**config.mk**
```make
export PLATFORM = sky130hd
export DESIGN_NAME = salc_front
export DESIGN_NICKNAME = d
export VERILOG_FILES = /design/src/design/set_assoc_lru_cache_model_core_defines.svh /design/src/design/salc_pkg.sv /design/src/design/salc_front.sv
export SDC_FILE = /design/constraint.sdc
export NUM_CORES = 1
export LEC_CHECK = 0
export BUFFER_PORTS_ARGS = -buffer_cell sky130_fd_sc_hd__buf_2
export CAP_MARGIN = 25
export CORE_AREA = 2 2 171 173
export CTS_CLUSTER_DIAMETER = 150
export DETAILED_ROUTE_END_ITERATION = 10
export DIE_AREA = 0 0 173 175
export RECOVER_POWER = 100
export SLEW_MARGIN = 0
export SYNTH_ARGS = -nofsm -noshare
export SYNTH_HDL_FRONTEND = slang
export SYNTH_SLANG_ARGS = --single-unit
```
**constraint.sdc**
```tcl
create_clock -name clk_i -period 6.7 [get_ports clk_i]
set_input_delay 1.34 -clock clk_i [delete_from_list [all_inputs] [get_ports clk_i]]
set_output_delay 1.34 -clock clk_i [all_outputs]
set_load 0.02 [all_outputs]
```
**src/design/set_assoc_lru_cache_model_core_defines.svh**
```systemverilog
// ----------------------------------------------------------------------------
// Assertion macros for the set-associative LRU cache core
// Shared helpers for concurrent checks on a clock and an active-low reset.
// ----------------------------------------------------------------------------
`ifndef SET_ASSOC_LRU_CACHE_MODEL_CORE_DEFINES_SVH
`define SET_ASSOC_LRU_CACHE_MODEL_CORE_DEFINES_SVH

// Check that cons holds in the same cycle as ante.
`define SALC_ASSERT_SAME(label, clk, rst_n, ante, cons, msg) \
  label: assert property (@(posedge clk) disable iff (!rst_n) (ante) |-> (cons)) \
    else $error(msg);

// Check that cons holds in the cycle after ante.
`define SALC_ASSERT_NEXT(label, clk, rst_n, ante, cons, msg) \
  label: assert property (@(posedge clk) disable iff (!rst_n) (ante) |=> (cons)) \
    else $error(msg);

`endif

```
**src/design/salc_pkg.sv**
```systemverilog
// ----------------------------------------------------------------------------
// salc_pkg
// Types, codes and constants shared by the set-associative LRU cache core.
// ----------------------------------------------------------------------------
package salc_pkg;

  // Defaults for the top-level parameters
  localparam int MAX_SET_BITS_DEF = 6;
  localparam int MAX_WAYS_DEF     = 8;
  localparam int ADDR_WIDTH_DEF   = 64;

  // Fixed field widths
  localparam int ADDR_IN_W   = 64;
  localparam int MODE_W      = 2;
  localparam int SETB_CFG_W  = 3;
  localparam int WAYS_CFG_W  = 4;
  localparam int OFFS_CFG_W  = 6;
  localparam int CFG_DATA_W  = 6;
  localparam int CFG_IDX_W   = 2;
  localparam int TOTAL_W     = 32;
  localparam int SBITS_W     = 4;   // holds a set bit count up to 12
  localparam int WAYS_CNT_W  = 5;   // holds a way count up to 16
  localparam int SHAMT_W     = 7;   // offset plus set bits, up to 75
  localparam int QUEUE_DEPTH = 2;

  localparam logic [TOTAL_W-1:0] TOTAL_MAX = '1;

  typedef enum logic [MODE_W-1:0] {
    MODE_LOAD   = 2'd0,
    MODE_STORE  = 2'd1,
    MODE_MODIFY = 2'd2,
    MODE_FETCH  = 2'd3
  } salc_mode_e;

  typedef enum logic [CFG_IDX_W-1:0] {
    REG_SET_INDEX_BITS = 2'd0,
    REG_WAYS_IN_USE    = 2'd1,
    REG_OFFSET_BITS    = 2'd2
  } salc_reg_e;

  typedef struct packed {
    logic [SETB_CFG_W-1:0] set_index_bits;
    logic [WAYS_CFG_W-1:0] ways_in_use;
    logic [OFFS_CFG_W-1:0] offset_bits;
  } salc_cfg_t;

  typedef struct packed {
    logic hit;
    logic miss;
    logic eviction;
    logic last;
  } salc_result_t;

endpackage

```
**src/design/salc_front.sv**
```systemverilog
// ----------------------------------------------------------------------------
// salc_front
// Accepts transactions, splits the address into set and tag and queues one
// access per load or store, two per modify, none per instruction fetch.
// ----------------------------------------------------------------------------
module salc_front #(
  parameter int MAX_SET_BITS = salc_pkg::MAX_SET_BITS_DEF,
  parameter int ADDR_WIDTH   = salc_pkg::ADDR_WIDTH_DEF,
  localparam int SET_W   = (MAX_SET_BITS > 0) ? MAX_SET_BITS : 1,
  localparam int ENTRY_W = 1 + SET_W + ADDR_WIDTH
) (
  input  logic                              clk_i,
  input  logic                              rst_ni,
  input  logic                              start,
  output logic                              busy,
  input  logic [salc_pkg::ADDR_IN_W-1:0]    address_i,
  input  logic [salc_pkg::MODE_W-1:0]       mode_i,
  input  salc_pkg::salc_cfg_t               cfg_i,
  input  logic                              full_i,
  output logic                              push_o,
  output logic [ENTRY_W-1:0]                push_data_o
);

  import salc_pkg::*;

  logic                  pend_q;
  logic [ENTRY_W-1:0]    pend_entry_q;
  logic                  accept;
  logic [SBITS_W-1:0]    sbits;
  logic [ADDR_WIDTH-1:0] addr_m;
  logic [ADDR_WIDTH-1:0] shifted;
  logic [SET_W-1:0]      set_mask;
  logic [SET_W-1:0]      set_idx;
  logic [SHAMT_W-1:0]    tag_amt;
  logic [ADDR_WIDTH-1:0] tag;

  always_comb begin
    sbits = (SBITS_W'(cfg_i.set_index_bits) > SBITS_W'(MAX_SET_BITS)) ?
            SBITS_W'(MAX_SET_BITS) : SBITS_W'(cfg_i.set_index_bits);
    addr_m   = address_i[ADDR_WIDTH-1:0];
    shifted  = addr_m >> cfg_i.offset_bits;
    set_mask = ~({SET_W{1'b1}} << sbits);
    set_idx  = shifted[SET_W-1:0] & set_mask;
    tag_amt  = SHAMT_W'(cfg_i.offset_bits) + SHAMT_W'(sbits);
    tag      = addr_m >> tag_amt;
  end

  // Hold off while the second half of a modify waits or the queue is full
  assign busy   = pend_q || full_i;
  assign accept = start && !busy;

  assign push_o      = (pend_q && !full_i) || (accept && (mode_i != MODE_FETCH));
  assign push_data_o = pend_q ? pend_entry_q
                              : {(mode_i != MODE_MODIFY), set_idx, tag};

  always_ff @(posedge clk_i or negedge rst_ni) begin
    if (!rst_ni) begin
      pend_q <= 1'b0;
    end else if (pend_q) begin
      if (!full_i) begin
        pend_q <= 1'b0;
      end
    end else if (accept && (mode_i == MODE_MODIFY)) begin
      pend_q <= 1'b1;
    end
  end

  // The store half of a modify closes the transaction
  always_ff @(posedge clk_i) begin
    if (accept) begin
      pend_entry_q <= {1'b1, set_idx, tag};
    end
  end

endmodule

```
==> impl_results.md <==
* R2R depth at 3
* Hold_buf cts at 0
* Critical Path Sink Type: output pin
* Area fraction in and, or, nand and nor cells after synthesis at 10.7%
* Die height at between 150 and 200 um
* Vias per cell at 6.38
* Drt first pass iters at 5
* Compound-Gate Fraction of Synth Area at between 10% and 20%
* Placed Cells at ~1,400
* Clk slew on worst S/H paths at 0.05 ns
* Routed Antenna Nets at 0
* Final setup vio count at 0
* Cell Chain, Critical Path: buf_2 > a21boi_4 > ha_1 > fa_1 > xor2_4 > buf_4 > mux4_2 > mux4_2 > mux2i_1 > o211ai_1 > mux2_2 > buf_2
* Die W at ~170 um
* Synth top area share at around a third
* Routed Wire Length at 34.2 mm
* Nets at ~1,100
* Grt ovf at 0
* Mux contribution to synthesized area at 47.1%
* Adder-Cell Fraction of Synth Area at less than 1%
* DP HPWL at 26.5 mm
* I/O Buffers at between 150 and 200
* Min Clock Period, post-route at around 6.5 ns
* Worst skew pair latency at roughly 0.35 ns
* Status: finished with violations
* H-tree Lvls at 3
* CTS tree: yes
* Final hold violations at 0
* Multi-input gate area at ~7400 um2
* Synth top area cells: mux4_2, edfxtp_1, mux2i_1, nand2_1, mux2_2
* Critical path class: primary input to output pin
* Initial antenna violation count at 0
* Setup Skew at 0.00497 ns
* CTS Buf Count at 9
* First-pass GRT wire length at ~52 mm
* Worst path depth at 12
* Worst path required time at around 5.4 ns
* Number of global-route vias before repair at 8,502
* Worst relative slew slack at -163%
* Netlist Area Pre-Place at around 9900 um2
* I/O pins at around 160
* Number of antenna diodes at 0
* Row count at between 60 and 70
* EDFF count, synth at 70
* Slew @ Worst Pin at approximately 4.0 ns
* #FFs+latches synth at 71
* Synth cell types at 70
* Largest net degree at the start of global routing at just over 70
* Top_reg_cell synth: edfxtp_1
* Setup repair after global routing missed its margin: false
* PwrDens at about 230 nW/um2
* Fill cells at approximately 2,900
* Largest area contributor in the synthesized netlist: mux4_2
* Initial core utilization at a little over a third
* Fmax at 153 MHz
* Synth warn at 0
* Die area at roughly 30,000 um2
* Fin cells at 1,422
* Vias at ~9,100
* Layout area overhead at 15.1%
* Total core area at 28,400 um2
* Largest family of logic cells by synthesized area: multiplexers
* Drc violations at 0
* Failing checks: max-capacitance violations, max-slew violations
* Critical path startpoint category: primary input
* WL per Instance at between 20 and 25 um
* Pwr Total at between 2 and 3 mW
* Final TNS setup at 0 ns
* Worst vdd ir at between 0.1 and 0.15 mV
* Hold Slack at 0.760 ns
* FF+latch area at approximately 2100 um2
* P_leak at slightly above 4 nW
* Worst Path Arrival at 5.20 ns
* Ratio of cells with drive above 1 in the final layout at between 30% and 40%
* Critical path fanouts, max at 26
* Sequential share of the synthesized area at between 20% and 30%
* Crit path max-delay family: multiplexers
* Post-Route Utilization at approximately 40%
* Post-synthesis xor/xnor area fraction at 0.609%
* Syn_nets at slightly below 1,000
* Synthesized area per cell at between 10 and 15 um2
* CTS resizes at 0
* Clk sinks at 71
* Maximum buffer depth of the clock tree at 2
* Gr usage total at ~22%
* Drt initial violations at between 800 and 900
* CP peak stage delay at approximately 0.67 ns
* Final period utilization at between 90 and 100%
* Worst path bufs/invs at 3
* Slowest CP cell: xor2_4
* Hold WC Path Type: primary input to async pin
* Async SR Flop Fraction at roughly 1.4%
* Clock Tree Root: clkbuf_16
* GPL Wtd Cong at 0.938
* Post-synthesis cell count at roughly 910
* Max Transition Viols Final at 71
* Maxcap violations at 1
registers in the layout, summed over array words and instances, names as in the netlist:
signal	flops
pend_entry_q	70
pend_q	1
cells in the mapped netlist (11+ instances only):
cell type,number
and2_1,11
edfxtp_1,70
clkbuf_1,58
o22ai_1,23
buf_2,13
o31ai_1,24
o221ai_1,12
nor3_1,13
nor2_1,71
nand2_1,115
a211oi_1,11
o21ai_0,24
mux2_2,37
mux2i_1,85
a31oi_1,13
a21oi_1,29
nand3_1,11
mux4_2,149
cells by family (layout without fill, tap and decap cells):
| family | count (synthesis) | count (layout) |
|---|---|---|
| simple gates | 246 | 246 |
| fa+ha+maj | 4 | 4 |
| flops | 71 | 71 |
| compound gates | 209 | 209 |
| xor+xnor | 6 | 6 |
| buf+inv | 98 | 230 |
| mux | 272 | 272 |
report_power, final:
group	switching, mW	leakage, nW	internal [mW]
Sequential	0.0120	0.675	0.552
Clock	0.180	0.126	0.249
Combinational	0.939	3.26	0.634
Total	1.13	4.06	1.44
metrics by stage:
stage                     instance area, um2  worst slack [ns]
final                                  11400             0.161
after global routing                   11400           0.00521
after CTS                              11500             0.163
after detailed placement               11200             0.169
after global placement                 11200             0.194
after floorplan                         9860             0.427
worst paths after layout:
kind                                                   end        startpoint  slack, ns
worst max register to register  pend_entry_q[43]$_DFFE_PP_  pend_q$_DFF_PN0_       2.20
worst min-delay path                      pend_q$_DFF_PN0_            rst_ni       0.76
worst min register to register            pend_q$_DFF_PN0_  pend_q$_DFF_PN0_       0.92
min in group clk_i                        pend_q$_DFF_PN0_  pend_q$_DFF_PN0_       0.92
worst max-delay path                       push_data_o[10]         cfg_i[12]       0.16
max in group asynchronous                 pend_q$_DFF_PN0_            rst_ni       5.85
metal layers:
metal	vias up	GRT usage (%)	part of all wire, %
met5	-	0	0
met4	0	7.17	2.9
met3	56	2.83	7.4
met2	477	33.7	45
met1	4567	32.8	45
li1	3978	-	-
layout by cell type (no fill, tap or decap), drive strengths merged, types with 24 or more instances in the layout:
master / count
a21oi: 29
nand2: 115
mux2i: 85
edfxtp: 70
nor2: 71
mux4: 150
mux2: 37
o21ai: 24
o31ai: 24
buf: 126
clkbuf: 89
cell type report:
cell class	count	share of cell area, %
timing repair buffer	203	9.43
clock buffer	12	2.08
clock inverter	4	0.198
inverter	11	0.375
multi-input combinational	737	64.9
sequential	71	18.7
tap	384	4.23
what timing repair did:
action / in CTS / in global routing
endpoints found under the setup margin: 0 / 1
hold endpoints to repair: 0 / 0
setup buffers: 0 / 0
(Power assumes the default switching activity.)
