### src/design/set_assoc_lru_cache_model_core_defines.svh
// ----------------------------------------------------------------------------
// Assertion macros for the set-associative LRU cache core
// Shared helpers for concurrent checks on a clock and an active-low reset.
// ----------------------------------------------------------------------------
`ifndef SET_ASSOC_LRU_CACHE_MODEL_CORE_DEFINES_SVH
`define SET_ASSOC_LRU_CACHE_MODEL_CORE_DEFINES_SVH

// Check that cons holds in the same cycle as ante.
`define SALC_ASSERT_SAME(label, clk, rst_n, ante, cons, msg) \
  label: assert property (@(posedge clk) disable iff (!rst_n) (ante) |-> (cons)) \
    else $error(msg);

// Check that cons holds in the cycle after ante.
`define SALC_ASSERT_NEXT(label, clk, rst_n, ante, cons, msg) \
  label: assert property (@(posedge clk) disable iff (!rst_n) (ante) |=> (cons)) \
    else $error(msg);

`endif

### src/design/salc_fifo.sv
// ----------------------------------------------------------------------------
// salc_fifo
// Short access queue between the front and the back.
// ----------------------------------------------------------------------------
module salc_fifo #(
  parameter int WIDTH = 8,
  parameter int DEPTH = 2,
  localparam int PTR_W = (DEPTH > 1) ? $clog2(DEPTH) : 1,
  localparam int CNT_W = $clog2(DEPTH + 1)
) (
  input  logic             clk_i,
  input  logic             rst_ni,
  input  logic             push_i,
  input  logic [WIDTH-1:0] wdata_i,
  input  logic             pop_i,
  output logic [WIDTH-1:0] rdata_o,
  output logic             full_o,
  output logic             empty_o
);

  logic [WIDTH-1:0] slot_q [DEPTH];
  logic [PTR_W-1:0] wr_ptr_q;
  logic [PTR_W-1:0] rd_ptr_q;
  logic [CNT_W-1:0] count_q;
  logic             do_push;
  logic             do_pop;

  assign full_o  = (count_q == CNT_W'(DEPTH));
  assign empty_o = (count_q == '0);
  assign do_push = push_i && !full_o;
  assign do_pop  = pop_i && !empty_o;
  assign rdata_o = slot_q[rd_ptr_q];

  always_ff @(posedge clk_i or negedge rst_ni) begin
    if (!rst_ni) begin
      wr_ptr_q <= '0;
      rd_ptr_q <= '0;
      count_q  <= '0;
    end else begin
      if (do_push) begin
        wr_ptr_q <= (wr_ptr_q == PTR_W'(DEPTH - 1)) ? '0 : wr_ptr_q + 1'b1;
      end
      if (do_pop) begin
        rd_ptr_q <= (rd_ptr_q == PTR_W'(DEPTH - 1)) ? '0 : rd_ptr_q + 1'b1;
      end
      if (do_push && !do_pop) begin
        count_q <= count_q + 1'b1;
      end else if (do_pop && !do_push) begin
        count_q <= count_q - 1'b1;
      end
    end
  end

  always_ff @(posedge clk_i) begin
    if (do_push) begin
      slot_q[wr_ptr_q] <= wdata_i;
    end
  end

endmodule

### config.mk
export PLATFORM = sky130hd
export DESIGN_NAME = salc_fifo
export DESIGN_NICKNAME = d
export VERILOG_FILES = /design/src/design/set_assoc_lru_cache_model_core_defines.svh /design/src/design/salc_fifo.sv
export SDC_FILE = /design/constraint.sdc
export NUM_CORES = 1
export LEC_CHECK = 0
export BUFFER_PORTS_ARGS = -buffer_cell sky130_fd_sc_hd__buf_2
export CAP_MARGIN = 20
export CORE_ASPECT_RATIO = 1.2
export CORE_MARGIN = 2
export CORE_UTILIZATION = 45
export DETAILED_ROUTE_END_ITERATION = 12
export PLACE_DENSITY = 0.82
export SYNTH_ARGS = -nofsm -noshare
export SYNTH_HDL_FRONTEND = slang
export SYNTH_SLANG_ARGS = --single-unit
export TNS_END_PERCENT = 1
### constraint.sdc
create_clock -name clk_i -period 2.1 [get_ports clk_i]
set_input_delay 0.21 -clock clk_i [delete_from_list [all_inputs] [get_ports clk_i]]
set_output_delay 0.21 -clock clk_i [all_outputs]
set_load 0.005 [all_outputs]
==> results of run 1 <==
## cell families (layout without fill, tap and decap cells)
group	after synthesis	in the layout
buffers and inverters	3	29
XOR/XNOR	5	5
multiplexers	8	8
flip-flops	20	20
adder cells (fa/ha/maj)	1	1
AO/OA/AOI/OAI	1	1
AND/OR/NAND/NOR	6	6
## final timing paths
path | start | to
worst max register to register | count_q[0]$_DFFE_PN0P_ | count_q[1]$_DFFE_PN0P_
min in group asynchronous | rst_ni | rd_ptr_q$_DFFE_PN0P_
worst max-delay path | rd_ptr_q$_DFFE_PN0P_ | rdata_o[2]
worst min register to register | wr_ptr_q$_DFFE_PN0N_ | wr_ptr_q$_DFFE_PN0N_
max in group asynchronous | rst_ni | count_q[0]$_DFFE_PN0P_
worst min-delay path | wdata_i[7] | slot_q[1][7]$_DFFE_PP_
## area by class of cell
cell class | instances | area share [%]
repair buffers | 23 | 12.58
well taps | 18 | 2.311
clock buffers | 3 | 2.311
inverters | 2 | 0.7702
clock inverters | 1 | 3.081
flip-flops and latches | 20 | 59.56
multi-input cells | 21 | 19.38
## stage by stage
stage	worst slack (ps)	instances	power [W]	area, µm²
final	492.2	88	0.001323	974.7
after global routing	413.9	88	0.001405	974.7
after CTS	470.2	88	0.001343	974.7
after detailed placement	579.7	83	0.001038	912.1
after global placement	704.0	83	0.001011	912.1
after floorplan	707.9	44	0.0008817	782.0
## sequential cells by signal (all words and copies together), names as in the netlist
| signal | flops |
|---|---|
| slot_q | 16 |
| count_q | 2 |
| rd_ptr_q | 1 |
| wr_ptr_q | 1 |
## worst max-delay path, delay by kind of cell, from the launching register on
kind     cells  cell delay [ps]
flops        1              600
mux          1              380
buf+inv      1              120
## layout by cell type, fill, tap and decap left out
cell type,instances
bufinv_16,1
xnor2_2,1
buf_4,1
dlygate4sd3_1,1
nand2_2,1
nand2b_1,1
xor2_1,2
mux2_1,6
and3_1,1
edfxtp_1,16
nor2_1,3
inv_1,2
clkbuf_4,3
mux2_2,2
buf_2,21
o21ai_1,1
dfrtp_1,4
xnor2_1,2
ha_1,1
## layer usage
metal / wire [µm] / part of all wire (%)
met2: 661 / 52
met3: 69 / 5.4
met4: 18 / 1.4
met1: 525 / 41
met5: 0 / 0
## where the power goes
| part | leakage, nW | switching, W | internal [W] |
|---|---|---|---|
| logic | 0.188 | 0.000163 | 0.000211 |
| registers | 0.195 | 0.0000896 | 0.000554 |
| clock network | 0.0279 | 0.000113 | 0.000193 |
| total | 0.412 | 0.000365 | 0.000958 |
==> impl_metrics.tcl, run 1 <==
set metrics [dict create \
    die_w_um 42.06 \
    cts_tree "done" \
    fillers 126 \
    fmax_mhz 622.0 \
    wl_per_cell_um 14.48 \
    ys.flop_type "edfxtp_1" \
    cts_hold_buffers 1 \
    crit_fanout 9 \
    slew_viol_final 0 \
    tightest_slew_ps 395.4 \
    fin_worst_hold_slack_ps 95.92 \
    start_kind "flip-flop" \
    antenna_found_initial 0 \
    die-area_um2 2089 \
    io_pins 22 \
    setup_tns_ps 0 \
    drt_iter0_drc 3 \
    cts_inserted_buffers 3 \
    finish.utilization_pct 59.38 \
    min_path_type "in2reg" \
    synthMuxAreaShare_pct 11.52 \
    nets 84 \
    final_hold_viol_count 0 \
    grt_max_degree 13 \
    track_usage_pct 14.27 \
    grt_pass1_vias 441 \
    max_stage_delay_ps 600 \
    slew-limit-headroom_pct 73.64 \
    multi_input_area_um2 188.9 \
    grt_busiest_layer "met2" \
    power.leakage_nw 0.4115 \
    crit_chain "mux2_2 > buf_2" \
    synth-adder-area-share_pct 1.600 \
    use_met2_pct 24.22 \
    synthXorXnorAreaFrac_pct 6.560 \
    coreArea_um2 1642 \
    io_buffer_count 21 \
    rows 16 \
    skew_ps 4.472 \
    synth_compound_area_share_pct 0.6400 \
    cts_setup_buffers 0 \
    timing.final.crit_period_ps 1608 \
    outcome "finished, final reports clean" \
    synthSimpleGateAreaFrac_pct 3.840 \
    seqCellArea_um2 580.6 \
    ys_top_cells_by_count "16 x edfxtp_1, 6 x mux2_1, 4 x dfrtp_1, 3 x nor2_1" \
    setup_viol 0 \
    syn_inst 44 \
    vias 442 \
    peakVddDrop_uv 768.6 \
    netlist_area_um2 782.0 \
    min_path_cells 1 \
    power.density_nw_per_um2 1357 \
    grt_pass1_wl_mm 2.070 \
    fin_crit_sh_pct 76.56 \
    synth_seq_cells 20 \
    area.growth.synth_to_final_pct 24.64 \
    detailed_place_hpwl_um 940.6 \
    h-tree-depth 1 \
    critPathArrivalTime_ps 1400 \
    yosys-top-cells-area "edfxtp_1 61%, dfrtp_1 13%, mux2_1 8.6%, mux2_2 2.9%, xnor2_1 2.2%" \
    cts_resized 0 \
    critPathSlowestCell "dfrtp_1" \
    drt_wl_total_mm 1.274 \
    via_per_inst 5.023 \
    rsz0062_at_grt "false" \
    synth.most_common_cell "edfxtp_1" \
    firstDrtPassIters 4 \
    yosysUniqueCellTypes 15 \
    met1_usage_pct 16.05 \
    cap_violations 0 \
    rrSetupSlack_ps 600 \
    cp.required_ps 1890 \
    use_met3_pct 2.930 \
    yosys_warnings 0 \
    synth_nets 57 \
    die_y_um 49.67 \
    ant_nets 0 \
    ys_seq_area_share_pct 74.24 \
    clock-sinks 20 \
    synth_top_family_by_area "multiplexers" \
    root_buffer "clkbuf_4" \
    cts.path.max_buffers 2 \
    initial_core_util_pct 47.64 \
    synth_edf_count 16 \
    synth_top_area_share_pct 61.44 \
    syn_area_per_cell_um2 17.77 \
    drc_errors 0 \
    layout-drive-gt1-share_pct 42.86 \
    gr-total-overflow 0 \
    ff2ff_path_depth 7 \
    critPathCaptureType "output port" \
    synth_top_area_cell "edfxtp_1" \
    place.gp.congestion 0.6733 \
    insertion_delay_ps 290 \
    diodes 0 \
    async_reset_ff_share_pct 20.00 \
    cts.clk_slew.worst_paths_ps 110 \
    critPathKind "reg2out" \
]
No activity file was read; power rests on OpenSTA's default activity.
==> run 2, diff against run 1 <==
==> constraint.sdc (replaced) <==
create_clock -name clk_i -period 1.7 [get_ports clk_i]
set_input_delay 0.17 -clock clk_i [delete_from_list [all_inputs] [get_ports clk_i]]
set_output_delay 0.17 -clock clk_i [all_outputs]
set_load 0.005 [all_outputs]
==> run 2 against run 1 <==
Net effect:
- sequential power is 23% higher
- worst hold slack worse by 43 ps
- worst setup slack worse by 360 ps
- cell area is 2.7% lower
- global-route usage is 0.21 points higher
- critical endpoint unchanged
- critical path type unchanged
- via count is 0.45% higher
- largest cell class unchanged
==> impl_metrics.tcl, run 2 (same netlist as run 1, synthesis figures left out) <==
set metrics [dict create \
    wl_per_cell_um 13.93 \
    layout-drive-gt1-share_pct 41.43 \
    outcome "finished, final reports clean" \
    fin_worst_hold_slack_ps 52.93 \
    place_area_um2 912.1 \
    grt_pass1_wl_mm 2.076 \
    cts.clk_slew.worst_paths_ps 110 \
    cts_inserted_buffers 3 \
    setup_slack_ps 137.0 \
    critPathArrivalTime_ps 1390 \
    clock-sinks 20 \
    setup_tns_ps 0 \
    fin_crit_sh_pct 91.94 \
    coreArea_um2 1642 \
    multi_input_area_um2 188.9 \
    final_hold_viol_count 0 \
    power.density_nw_per_um2 1561 \
    detailed_place_hpwl_um 898.8 \
    fmax_mhz 639.8 \
    gr-total-overflow 0 \
    rows 16 \
    place.gp.congestion 0.6929 \
    critPathCaptureType "output port" \
    drc_errors 0 \
    timing.final.crit_period_ps 1563 \
    firstDrtPassIters 2 \
    mostFrequentLayoutCell "buf_2" \
    die-area_um2 2089 \
    cts_tree "done" \
    io_pins 22 \
    start_kind "flip-flop" \
    tightest_slew_ps 410.6 \
    drt_wl_total_mm 1.226 \
    io_buffer_count 21 \
    regMostFlops "slot_q" \
    track_usage_pct 14.48 \
    via_per_inst 5.045 \
    rsz0062_at_grt "false" \
    power.leakage_nw 0.3990 \
    insertion_delay_ps 300 \
    initial_core_util_pct 47.64 \
    vias 444 \
    largest_register_ffs 16 \
    ant_nets 0 \
    area.growth.synth_to_final_pct 21.28 \
    crit_fanout 9 \
    min_path_type "in2reg" \
    cts_setup_buffers 0 \
    slew_viol_final 0 \
    power.total_w 0.001481 \
    drt_iter0_drc 1 \
    diodes 0 \
    grt_pass1_vias 470 \
    critPathKind "reg2out" \
    seqCellArea_um2 580.6 \
    fillers 146 \
    h-tree-depth 1 \
    final_cell_mix "21 x buf_2, 16 x edfxtp_1, 6 x mux2_1" \
    cap_violations 0 \
    die_w_um 42.06 \
    cp.required_ps 1530 \
    top_regs "slot_q (16), count_q (2)" \
    die_y_um 49.67 \
    grt_max_degree 12 \
    nets 84 \
    antenna_found_initial 0 \
    design_area_um2 948.4 \
    setup_viol 0 \
    peakVddDrop_uv 858.0 \
    pre_cts_slack_ps 210.3 \
    slew-limit-headroom_pct 72.62 \
    root_buffer "clkbuf_4" \
    cts.path.max_buffers 2 \
    skew_ps 8.542 \
]
run 2: where the power goes:
part           total (W)  switching, W  internal (W)
combinational   0.000468      0.000208      0.000260
clock           0.000221      0.000135     0.0000855
sequential      0.000792      0.000108      0.000684
run 2: final timing paths:
check                                       start  cells past startpoint                      to  slack, ps
setup / recovery             rd_ptr_q$_DFFE_PN0P_                      2              rdata_o[2]        140
min in group asynchronous                  rst_ni                      2  count_q[0]$_DFFE_PN0P_        200
hold / removal                         wdata_i[7]                      1  slot_q[0][7]$_DFFE_PP_         50
setup reg to reg           count_q[0]$_DFFE_PN0P_                      7  count_q[1]$_DFFE_PN0P_        190
max in group asynchronous                  rst_ni                      2    rd_ptr_q$_DFFE_PN0P_       1370
hold reg to reg              wr_ptr_q$_DFFE_PN0N_                      1    wr_ptr_q$_DFFE_PN0N_        530
run 2: critical path, stage by stage (launching register included):
cell and delay [ps]:
dfrtp_1 590, mux2_2 380, buf_2 130
run 2: layout make-up:
type                       instances  share of cell area (%)
clock buffer                       3                   2.375
clock inverter                     1                  0.3958
inverter                           2                  0.7916
multi-input combinational         21                   19.92
sequential                        20                   61.21
tap                               18                   2.375
timing repair buffer              23                   12.93
run 2: routing by layer:
layer	global-route usage [%]	wire [µm]
met3	2.564	72
met5	0	0
met1	15.48	501
met4	14.06	55
met2	23.44	598
run 2: timing repair:
action | in CTS | in global routing
gates resized for setup | 0 | 0
hold buffers | 1 | 0
hold endpoints to repair | 4 | 0
run 2: per-stage QoR:
| stage | std cells | utilization [%] |
|---|---|---|
| final | 88 | 57.77 |
| after global routing | 88 | 57.77 |
| after CTS | 88 | 57.77 |
| after detailed placement | 83 | 55.56 |
| after global placement | 83 | 55.56 |
| after floorplan | 44 | - |
